## config.mk

```make
export PLATFORM = sky130hd
export DESIGN_NAME = cp1251_to_utf8_transcoder
export DESIGN_NICKNAME = d
export VERILOG_FILES = /design/src/hdl/c2u_pkg.sv /design/src/hdl/c2u_cmd_fifo.sv /design/src/hdl/c2u_front.sv /design/src/hdl/c2u_back.sv /design/src/hdl/cp1251_to_utf8_transcoder.sv
export VERILOG_INCLUDE_DIRS = /design/src /design/src/hdl
export SDC_FILE = /design/constraint.sdc
export NUM_CORES = 1
export LEC_CHECK = 0
export ABC_AREA = 1
export BUFFER_PORTS_ARGS = -buffer_cell sky130_fd_sc_hd__buf_4
export CAP_MARGIN = 20
export CORE_ASPECT_RATIO = 0.7
export CORE_UTILIZATION = 35
export DETAILED_ROUTE_END_ITERATION = 7
export SYNTH_ARGS = -nofsm -noshare
export SYNTH_HDL_FRONTEND = slang
export SYNTH_SLANG_ARGS = --single-unit
```

## constraint.sdc

```tcl
create_clock -name clock -period 6.8 [get_ports clock]
set_input_delay 2.04 -clock clock [delete_from_list [all_inputs] [get_ports clock]]
set_output_delay 2.04 -clock clock [all_outputs]
set_load 0.005 [all_outputs]
```

## src/hdl/assert_macros.svh

```systemverilog
// assertion macros shared by the transcoder rtl
// no dependencies; the checks drop out when SYNTHESIS is defined
`ifndef ASSERT_MACROS_SVH
`define ASSERT_MACROS_SVH

`ifndef SYNTHESIS
`define C2U_ASSERT(label, clk, rst, cond) \
   label: assert property (@(posedge clk) disable iff (rst) (cond)) \
      else $error("c2u check failed");
`define C2U_ASSERT_IMP(label, clk, rst, ante, cons) \
   label: assert property (@(posedge clk) disable iff (rst) (ante) |-> (cons)) \
      else $error("c2u check failed");
`else
`define C2U_ASSERT(label, clk, rst, cond)
`define C2U_ASSERT_IMP(label, clk, rst, ante, cons)
`endif

`endif

```

## src/hdl/c2u_pkg.sv

```systemverilog
// types, constants and tables of the cp1251 to utf-8 transcoder
// no dependencies
`default_nettype none

package c2u_pkg;

   localparam int C2U_CMD_DEPTH = 4;

   typedef logic [3:0] match_type;

   localparam match_type PAT_LAST   = 4'd11;
   // "window" is the only prefix with a border ("w")
   localparam match_type BORDER_AT  = 4'd6;
   localparam match_type BORDER_EMIT = 4'd5;
   localparam match_type REPL_LEN   = 4'd5;

   localparam logic [7:0] PAT_BYTES [12] = '{
      8'h77, 8'h69, 8'h6E, 8'h64, 8'h6F, 8'h77, 8'h73, 8'h2D, 8'h31, 8'h32, 8'h35, 8'h31
   };

   localparam logic [7:0] REPL_BYTES [5] = '{8'h55, 8'h54, 8'h46, 8'h2D, 8'h38};

   // code points of bytes 0x80..0xbf
   localparam logic [15:0] HI_MAP [64] = '{
      16'h0402, 16'h0403, 16'h201A, 16'h0453, 16'h201E, 16'h2026, 16'h2020, 16'h2021,
      16'h20AC, 16'h2030, 16'h0409, 16'h2039, 16'h040A, 16'h040C, 16'h040B, 16'h040F,
      16'h0452, 16'h2018, 16'h2019, 16'h201C, 16'h201D, 16'h2022, 16'h2013, 16'h2014,
      16'h0098, 16'h2122, 16'h0459, 16'h203A, 16'h045A, 16'h045C, 16'h045B, 16'h045F,
      16'h00A0, 16'h040E, 16'h045E, 16'h0408, 16'h00A4, 16'h0490, 16'h00A6, 16'h00A7,
      16'h0401, 16'h00A9, 16'h0404, 16'h00AB, 16'h00AC, 16'h00AD, 16'h00AE, 16'h0407,
      16'h00B0, 16'h00B1, 16'h0406, 16'h0456, 16'h0491, 16'h00B5, 16'h00B6, 16'h00B7,
      16'h0451, 16'h2116, 16'h0454, 16'h00BB, 16'h0458, 16'h0405, 16'h0455, 16'h0457
   };

   typedef enum logic [1:0] {
      MID_NONE,
      MID_CONV,
      MID_REPL
   } mid_kind_type;

   typedef struct packed {
      logic [1:0]      len;
      logic [2:0][7:0] bytes;
   } utf8_type;

   // one classified input item: held prefix, border byte, body, flush on last
   typedef struct packed {
      match_type    seg_a;
      logic         seg_b;
      mid_kind_type mid;
      utf8_type     conv;
      match_type    seg_t;
      logic         last;
   } cmd_type;

   function automatic logic [7:0] pat_byte(input match_type i);
      logic [7:0] b;
      b = 8'h00;
      if (i <= PAT_LAST) begin
         b = PAT_BYTES[i];
      end
      return b;
   endfunction

   function automatic logic [7:0] repl_byte(input logic [2:0] i);
      logic [7:0] b;
      b = 8'h00;
      if (i < 3'd5) begin
         b = REPL_BYTES[i];
      end
      return b;
   endfunction

   function automatic utf8_type to_utf8(input logic [7:0] c);
      utf8_type   u;
      logic [15:0] cp;
      u  = '0;
      cp = '0;
      if (!c[7]) begin
         u.len      = 2'd1;
         u.bytes[0] = c;
      end else begin
         if (!c[6]) begin
            cp = HI_MAP[c[5:0]];
         end else begin
            cp = 16'h0410 + {10'd0, c[5:0]};
         end
         if (cp < 16'h0800) begin
            u.len      = 2'd2;
            u.bytes[0] = {3'b110, cp[10:6]};
            u.bytes[1] = {2'b10, cp[5:0]};
         end else begin
            u.len      = 2'd3;
            u.bytes[0] = {4'b1110, cp[15:12]};
            u.bytes[1] = {2'b10, cp[11:6]};
            u.bytes[2] = {2'b10, cp[5:0]};
         end
      end
      return u;
   endfunction

endpackage

`default_nettype wire

```

## src/hdl/c2u_cmd_fifo.sv

```systemverilog
// short command queue between the classifier and the byte sequencer
// depends on c2u_pkg and assert_macros.svh
`default_nettype none
`include "assert_macros.svh"

module c2u_cmd_fifo
   import c2u_pkg::*;
#(
   parameter int DEPTH = C2U_CMD_DEPTH
) (
   input  wire logic    clock,
   input  wire logic    reset,
   input  wire logic    wr_en,
   input  wire cmd_type wr_cmd,
   output logic         full,
   input  wire logic    rd_en,
   output logic         rd_valid,
   output cmd_type      rd_cmd
);

   localparam int PTR_W = $clog2(DEPTH);
   localparam int CNT_W = $clog2(DEPTH + 1);

   cmd_type            entry_ff [DEPTH];
   logic [PTR_W-1:0]   wr_ptr_ff, wr_ptr_in;
   logic [PTR_W-1:0]   rd_ptr_ff, rd_ptr_in;
   logic [CNT_W-1:0]   count_ff, count_in;

   assign full     = (count_ff == CNT_W'(DEPTH));
   assign rd_valid = (count_ff != '0);
   assign rd_cmd   = entry_ff[rd_ptr_ff];

   always_comb begin
      wr_ptr_in = wr_ptr_ff;
      rd_ptr_in = rd_ptr_ff;
      count_in  = count_ff;
      if (wr_en) begin
         wr_ptr_in = (wr_ptr_ff == PTR_W'(DEPTH - 1)) ? '0 : wr_ptr_ff + 1'b1;
      end
      if (rd_en) begin
         rd_ptr_in = (rd_ptr_ff == PTR_W'(DEPTH - 1)) ? '0 : rd_ptr_ff + 1'b1;
      end
      if (wr_en && !rd_en) begin
         count_in = count_ff + 1'b1;
      end else if (!wr_en && rd_en) begin
         count_in = count_ff - 1'b1;
      end
   end

   always_ff @(posedge clock) begin
      if (reset) begin
         wr_ptr_ff <= '0;
         rd_ptr_ff <= '0;
         count_ff  <= '0;
      end else begin
         wr_ptr_ff <= wr_ptr_in;
         rd_ptr_ff <= rd_ptr_in;
         count_ff  <= count_in;
      end
   end

   always_ff @(posedge clock) begin
      if (wr_en) begin
         entry_ff[wr_ptr_ff] <= wr_cmd;
      end
   end

   `C2U_ASSERT(a_count_bound, clock, reset, count_ff <= CNT_W'(DEPTH))
   `C2U_ASSERT_IMP(a_no_overrun, clock, reset, full && !rd_en, $past(full) || !wr_en)

endmodule

`default_nettype wire

```

## src/hdl/c2u_front.sv

```systemverilog
// classifier: tracks the partial pattern match and turns each byte that does more than extend it into a command
// depends on c2u_pkg and assert_macros.svh
`default_nettype none
`include "assert_macros.svh"

module c2u_front
   import c2u_pkg::*;
(
   input  wire logic       clock,
   input  wire logic       reset,
   input  wire logic       accept,
   input  wire logic [7:0] in_byte,
   input  wire logic       in_last,
   output logic            cmd_push,
   output cmd_type         cmd
);

   match_type match_ff, match_in;
   match_type after_byte;

   always_comb begin
      cmd        = '0;
      cmd.conv   = to_utf8(in_byte);
      after_byte = match_ff;
      if (in_byte == pat_byte(match_ff)) begin
         if (match_ff == PAT_LAST) begin
            cmd.mid    = MID_REPL;
            after_byte = '0;
         end else begin
            after_byte = match_type'(match_ff + 1'b1);
         end
      end else if (match_ff == '0) begin
         cmd.mid = MID_CONV;
      end else if (match_ff == BORDER_AT) begin
         // release "windo", keep "w" and test the byte again
         cmd.seg_a = BORDER_EMIT;
         if (in_byte == pat_byte(4'd1)) begin
            after_byte = 4'd2;
         end else begin
            cmd.seg_b = 1'b1;
            if (in_byte == pat_byte(4'd0)) begin
               after_byte = 4'd1;
            end else begin
               cmd.mid    = MID_CONV;
               after_byte = '0;
            end
         end
      end else begin
         cmd.seg_a = match_ff;
         if (in_byte == pat_byte(4'd0)) begin
            after_byte = 4'd1;
         end else begin
            cmd.mid    = MID_CONV;
            after_byte = '0;
         end
      end
      match_in = after_byte;
      if (in_last) begin
         cmd.seg_t = after_byte;
         cmd.last  = 1'b1;
         match_in  = '0;
      end
      // items that only extend the match, unless last, produce nothing downstream
      cmd_push = accept && ((cmd.seg_a != '0) || cmd.seg_b || (cmd.mid != MID_NONE) ||
                            (cmd.seg_t != '0));
   end

   always_ff @(posedge clock) begin
      if (reset) begin
         match_ff <= '0;
      end else if (accept) begin
         match_ff <= match_in;
      end
   end

   `C2U_ASSERT(a_match_range, clock, reset, match_ff <= PAT_LAST)

endmodule

`default_nettype wire

```

## src/hdl/c2u_back.sv

```systemverilog
// byte sequencer: walks the head command one output byte per transfer
// depends on c2u_pkg and assert_macros.svh
`default_nettype none
`include "assert_macros.svh"

module c2u_back
   import c2u_pkg::*;
(
   input  wire logic    clock,
   input  wire logic    reset,
   input  wire logic    cmd_valid,
   input  wire cmd_type cmd,
   output logic         cmd_pop,
   output logic         empty,
   input  wire logic    pop,
   output logic [7:0]   out_byte,
   output logic         out_last
);

   typedef enum logic [1:0] {
      PH_HEAD,
      PH_BORDER,
      PH_BODY,
      PH_TAIL
   } phase_type;

   phase_type  phase_ff;
   match_type  idx_ff;
   logic [7:0] byte_ff;
   logic       last_ff;
   logic       valid_ff;

   match_type  plen [4];
   logic [3:0] nonempty;
   logic [1:0] eff;
   logic       later;
   logic       at_end;
   logic       emit;
   logic [7:0] cur_byte;

   always_comb begin
      plen[0] = cmd.seg_a;
      plen[1] = {3'd0, cmd.seg_b};
      case (cmd.mid)
         MID_REPL: plen[2] = REPL_LEN;
         MID_CONV: plen[2] = {2'd0, cmd.conv.len};
         default:  plen[2] = '0;
      endcase
      plen[3] = cmd.seg_t;
      for (int p = 0; p < 4; p++) begin
         nonempty[p] = (plen[p] != '0);
      end
   end

   // skip empty segments starting from the current one
   always_comb begin
      eff   = 2'd3;
      later = 1'b0;
      for (int p = 3; p >= 0; p--) begin
         if ((p >= int'(phase_ff)) && nonempty[p]) begin
            eff = 2'(p);
         end
      end
      for (int p = 0; p < 4; p++) begin
         if ((p > int'(eff)) && nonempty[p]) begin
            later = 1'b1;
         end
      end
   end

   always_comb begin
      unique case (phase_type'(eff))
         PH_HEAD, PH_BORDER, PH_TAIL: cur_byte = pat_byte(idx_ff);
         PH_BODY: begin
            if (cmd.mid == MID_REPL) begin
               cur_byte = repl_byte(idx_ff[2:0]);
            end else begin
               cur_byte = cmd.conv.bytes[idx_ff[1:0]];
            end
         end
      endcase
   end

   assign at_end  = (match_type'(idx_ff + 1'b1) == plen[eff]);
   assign emit    = cmd_valid && (!valid_ff || pop);
   assign cmd_pop = emit && at_end && !later;

   assign empty    = !valid_ff;
   assign out_byte = byte_ff;
   assign out_last = last_ff;

   always_ff @(posedge clock) begin
      if (reset) begin
         phase_ff <= PH_HEAD;
         idx_ff   <= '0;
         valid_ff <= 1'b0;
         byte_ff  <= '0;
         last_ff  <= 1'b0;
      end else begin
         if (emit) begin
            byte_ff  <= cur_byte;
            last_ff  <= cmd.last && at_end && !later;
            valid_ff <= 1'b1;
            if (at_end) begin
               idx_ff <= '0;
               if (later) begin
                  phase_ff <= phase_type'(eff + 2'd1);
               end else begin
                  phase_ff <= PH_HEAD;
               end
            end else begin
               idx_ff   <= match_type'(idx_ff + 1'b1);
               phase_ff <= phase_type'(eff);
            end
         end else if (pop) begin
            valid_ff <= 1'b0;
         end
      end
   end

   `C2U_ASSERT_IMP(a_idx_needs_cmd, clock, reset, idx_ff != '0, cmd_valid)
   `C2U_ASSERT_IMP(a_idx_in_phase, clock, reset, cmd_valid && (idx_ff != '0),
                   (phase_type'(eff) == phase_ff) && (idx_ff < plen[eff]))

endmodule

`default_nettype wire

```

## src/hdl/cp1251_to_utf8_transcoder.sv

```systemverilog
// an item's command is queued, and its first output byte is then registered at the output
// throughput: one output byte per cycle while the output is popped; an item is emitted
// as a run of bytes (up to three per character, five for the replacement, more when a
// held pattern prefix is released). items that only extend a match, unless last, produce
// no output; a byte is accepted each cycle while the command queue has room. synchronous
// reset clears match and queue. depends on c2u_pkg, c2u_front, c2u_cmd_fifo, c2u_back
`default_nettype none

module cp1251_to_utf8_transcoder
   import c2u_pkg::*;
#(
   parameter int CMD_DEPTH = C2U_CMD_DEPTH
) (
   input  wire logic       clock,
   input  wire logic       reset,
   input  wire logic       push,
   output logic            full,
   input  wire logic [7:0] req_in_byte,
   input  wire logic       req_in_last,
   output logic            empty,
   input  wire logic       pop,
   output logic [7:0]      rsp_out_byte,
   output logic            rsp_out_last
);

   logic    accept;
   logic    cmd_push;
   cmd_type cmd_wr;
   logic    cmd_valid;
   logic    cmd_pop;
   cmd_type cmd_head;

   assign accept = push && !full;

   c2u_front u_front (
      .clock    (clock),
      .reset    (reset),
      .accept   (accept),
      .in_byte  (req_in_byte),
      .in_last  (req_in_last),
      .cmd_push (cmd_push),
      .cmd      (cmd_wr)
   );

   c2u_cmd_fifo #(
      .DEPTH (CMD_DEPTH)
   ) u_fifo (
      .clock    (clock),
      .reset    (reset),
      .wr_en    (cmd_push),
      .wr_cmd   (cmd_wr),
      .full     (full),
      .rd_en    (cmd_pop),
      .rd_valid (cmd_valid),
      .rd_cmd   (cmd_head)
   );

   c2u_back u_back (
      .clock     (clock),
      .reset     (reset),
      .cmd_valid (cmd_valid),
      .cmd       (cmd_head),
      .cmd_pop   (cmd_pop),
      .empty     (empty),
      .pop       (pop),
      .out_byte  (rsp_out_byte),
      .out_last  (rsp_out_last)
   );

endmodule

`default_nettype wire
```

==> impl_metrics.json <==
{
  "critPathSlowestCell": "fa_1",
  "avgRoutedWirePerCell_microns": 17.3,
  "drtIter0Drc": 697,
  "clock-sinks": 165,
  "num_vias": 6983,
  "p_switching_mw": 1.06,
  "power.combinational.fraction_pct": 28.6,
  "min_period_ns": 4.95,
  "io_buffers": 23,
  "placed_cell_area_sq_um": 9220,
  "die_area_sq_um": 25600,
  "outcome": "finished, final reports clean",
  "holdWs_ns": 0.467,
  "routabilityCongestion": 0.857,
  "final_nets": 1038,
  "synth_cell_types": 47,
  "dr.pass1.iters": 5,
  "worstMarginPinSlew_ns": 1.05,
  "path_cells": "buf_4, inv_1, a21oi_1, o21ai_0, nor3_1, nand2_1, nor2_1, nand2_2, inv_1, nand3_1, nand2_1, nor2_1, nand2_1, nand2_1, inv_1, ha_1, inv_1, fa_1, a21oi_1, o21ai_0, o21ai_0, a21oi_1",
  "grt-ovfl-total": 0,
  "finClkSkew_ns": 0.00992,
  "cts_max_path_buffers": 2,
  "synth_compound_gate_area_share_pct": 13.8,
  "dp.cells": 1289,
  "ys_warn_count": 0,
  "synthFlopType": "edfxtp_1",
  "cp.required_ns": 7.12,
  "seq_power_share_pct": 40.8,
  "synthAdderAreaFrac_pct": 5.09,
  "p_leak_nw": 3.90,
  "p_int_mw": 2.00,
  "ant_nets": 0,
  "async_reset_ff_share_pct": 0,
  "dp_hpwl_mm": 15.7,
  "worst_setup_hold_path_clk_slew_ns": 0.07,
  "grt_max_degree": 46,
  "grt_pass1_wl_mm": 36.2,
  "syn_area_per_cell_sq_um": 8.89,
  "slew_viol_final": 0,
  "num-fill-cells": 2355,
  "num_antenna_cells": 0,
  "synthCells": 984,
  "num_io_pins": 24,
  "rsz0062_at_grt": "false",
  "synth_xor_area_share_pct": 0.701,
  "cts_tree": "built",
  "syn_to_final_growth_pct": 12.0,
  "synth_top_family_by_area": "simple AND/OR/NAND/NOR gates",
  "vias_per_cell": 5.29,
  "numCtsBuffers": 17,
  "min_period_over_period_pct": 72.9,
  "core-area_sq_um": 24100,
  "cts_resized": 0,
  "critPathCaptureType": "flop",
  "powerDensity_nw_per_um2": 312,
  "drc": 0,
  "die_h_microns": 134,
  "crit_fanout": 13,
  "stdcell_count": 1321,
  "ctsHtreeMaxLevel": 4,
  "wirelength_mm": 22.8,
  "fin_setup_tns_ns": 0,
  "synth_edf_count": 136,
  "finalPower_mw": 3.06,
  "worstPathArrival_ns": 5.27,
  "max-cap-violations": 0,
  "finalInstanceArea_sq_um": 9800,
  "critical_path_class": "input port to flop",
  "start_util_pct": 36.4,
  "cpPeakStageDelay_ns": 0.37,
  "clkPwrFrac_pct": 30.6,
  "slew_headroom_pct": 29.4,
  "seq_area_frac_synth_pct": 53.3,
  "dieWidth_microns": 191,
  "root_buffer": "clkbuf_16",
  "hold_viol": 0,
  "grt_pass1_vias": 6381,
  "track_usage_pct": 18.5,
  "sw_frac_of_total_pct": 34.8,
  "holdCritPathClass": "flop to flop",
  "synth_mux_area_share_pct": 0,
  "syn_nets": 1032,
  "start_kind": "input port",
  "ctsHoldBuffers": 0,
  "antenna_found_initial": 0,
  "ir_worst_vdd_uv": 150,
  "synth-seq-cells": 165,
  "setup_viol": 0,
  "postCtsSetupBuffers": 0,
  "drive_gt1_share_pct": 8.97,
  "max_freq_ghz": 0.202,
  "synth-simple-area-share_pct": 20.9,
  "syn_area_sq_um": 8750,
  "rows": 47,
  "clk_latency_ns": 0.43
}
[layer usage]
metal	track usage [%]	vias up	wire length (microns)	share of wire [%]
met2	25.4	241	9340	41
met4	3.78	0	125	0.55
met3	4.87	15	1840	8.1
met5	0	-	0	0
met1	28.6	3325	11500	50
li1	-	3402	-	-
[cells in the mapped netlist (3+ instances only)]
library cell	count	area, sq um
ha_1	34	425
o221ai_1	4	35.0
buf_1	3	11.3
a21oi_1	43	215
buf_2	6	30.0
o211ai_1	8	60.1
inv_1	84	315
a32o_1	3	30.0
nand3_1	75	375
buf_4	3	22.5
nor2_1	133	499
a32oi_1	5	43.8
edfxtp_1	136	4080
inv_2	4	15.0
nor3_1	16	80.1
clkbuf_1	32	120
a31oi_1	6	37.5
nand4_1	4	25.0
o21ai_0	92	460
nand2_2	7	43.8
a221oi_1	3	26.3
dfxtp_1	29	581
xor2_1	7	61.3
nand2_1	189	709
o22ai_1	26	163
[kinds of logic (layout without fill, tap and decap cells)]
group           count (synthesis)  count (layout)
xor+xnor                        7               7
compound gates                207             207
buf+inv                       136             155
flops                         165             165
simple gates                  434             434
fa+ha+maj                      35              35
[through the flow]
step	util (%)	setup WS [ns]
floorplan	-	1.41
global placement	38.3	1.42
detailed placement	38.3	1.43
CTS	40.7	1.89
global route	40.7	1.44
finish	40.7	1.85
[state kept, by name (all words and copies together), names as in the netlist, named ones only]
name              flops
u_back.idx_ff         4
u_back.out_byte       8
u_back.out_last       1
u_back.phase_ff       2
u_back.valid_ff       1
u_fifo.count_ff       3
u_fifo.entry_ff     136
u_fifo.rd_ptr_ff      2
u_fifo.wr_ptr_ff      2
u_front.match_ff      4
[layout make-up]
type	instances	area [sq um]	share of cell area (%)
clock buffers	17	425	4.34
well taps	318	398	4.06
multi-input cells	683	3570	36.5
inverters	90	338	3.45
clock inverters	15	149	1.52
repair buffers	33	248	2.53
flip-flops and latches	165	4670	47.6
[critical path, delay by kind of cell]
family / cells / cell delay (ns)
simple gates: 9 / 1.15
fa+ha+maj: 2 / 0.53
compound gates: 6 / 0.72
buf+inv: 5 / 0.80
[cells in the final DEF, fill, tap and decap left out, types with 2 or more instances in the layout]
cell / n
a21oi_1: 43
clkinv_4: 4
a32o_1: 3
edfxtp_1: 136
a221oi_1: 3
clkbuf_16: 17
nor2_1: 129
a211oi_1: 2
nand2_2: 7
clkinv_1: 2
o211ai_1: 8
o22ai_1: 26
nand4_1: 4
inv_1: 84
inv_2: 4
inv_6: 3
nand3b_1: 2
a41oi_1: 2
nor3_1: 16
clkinvlp_4: 4
nor2_4: 6
ha_1: 34
a32oi_1: 5
xor2_1: 7
a31oi_1: 5
inv_8: 2
nand3_1: 75
o221ai_1: 4
nand2_1: 189
a22oi_1: 2
nor2_2: 2
o31ai_1: 2
buf_4: 33
o21ai_1: 2
dfxtp_1: 28
o21ai_0: 92
[power by group through the flow]
stage	clock network [mW]	logic, mW	registers [mW]
6_report	0.936	0.876	1.25
5_1_grt	0.987	0.994	1.26
4_1_cts	0.948	0.872	1.25
3_5_place_dp	0	0.868	1.27
3_3_place_gp	0	0.866	1.27
2_1_floorplan	0	0.619	1.26
[worst paths after layout]
check                                                  start                               to  slack (ns)  depth (start not counted)
worst max-delay path                          req_in_byte[5]  u_fifo.count_ff[2]$_SDFFE_PP0P_        1.85                         22
worst min-delay path            u_back.out_last$_SDFFE_PP0P_     u_back.out_last$_SDFFE_PP0P_        0.47                          2
worst max register to register                          flop  u_fifo.count_ff[1]$_SDFFE_PP0P_        1.94                         23
worst min register to register  u_back.out_last$_SDFFE_PP0P_     u_back.out_last$_SDFFE_PP0P_        0.47                          2
Power figures use the tool's default switching activity.
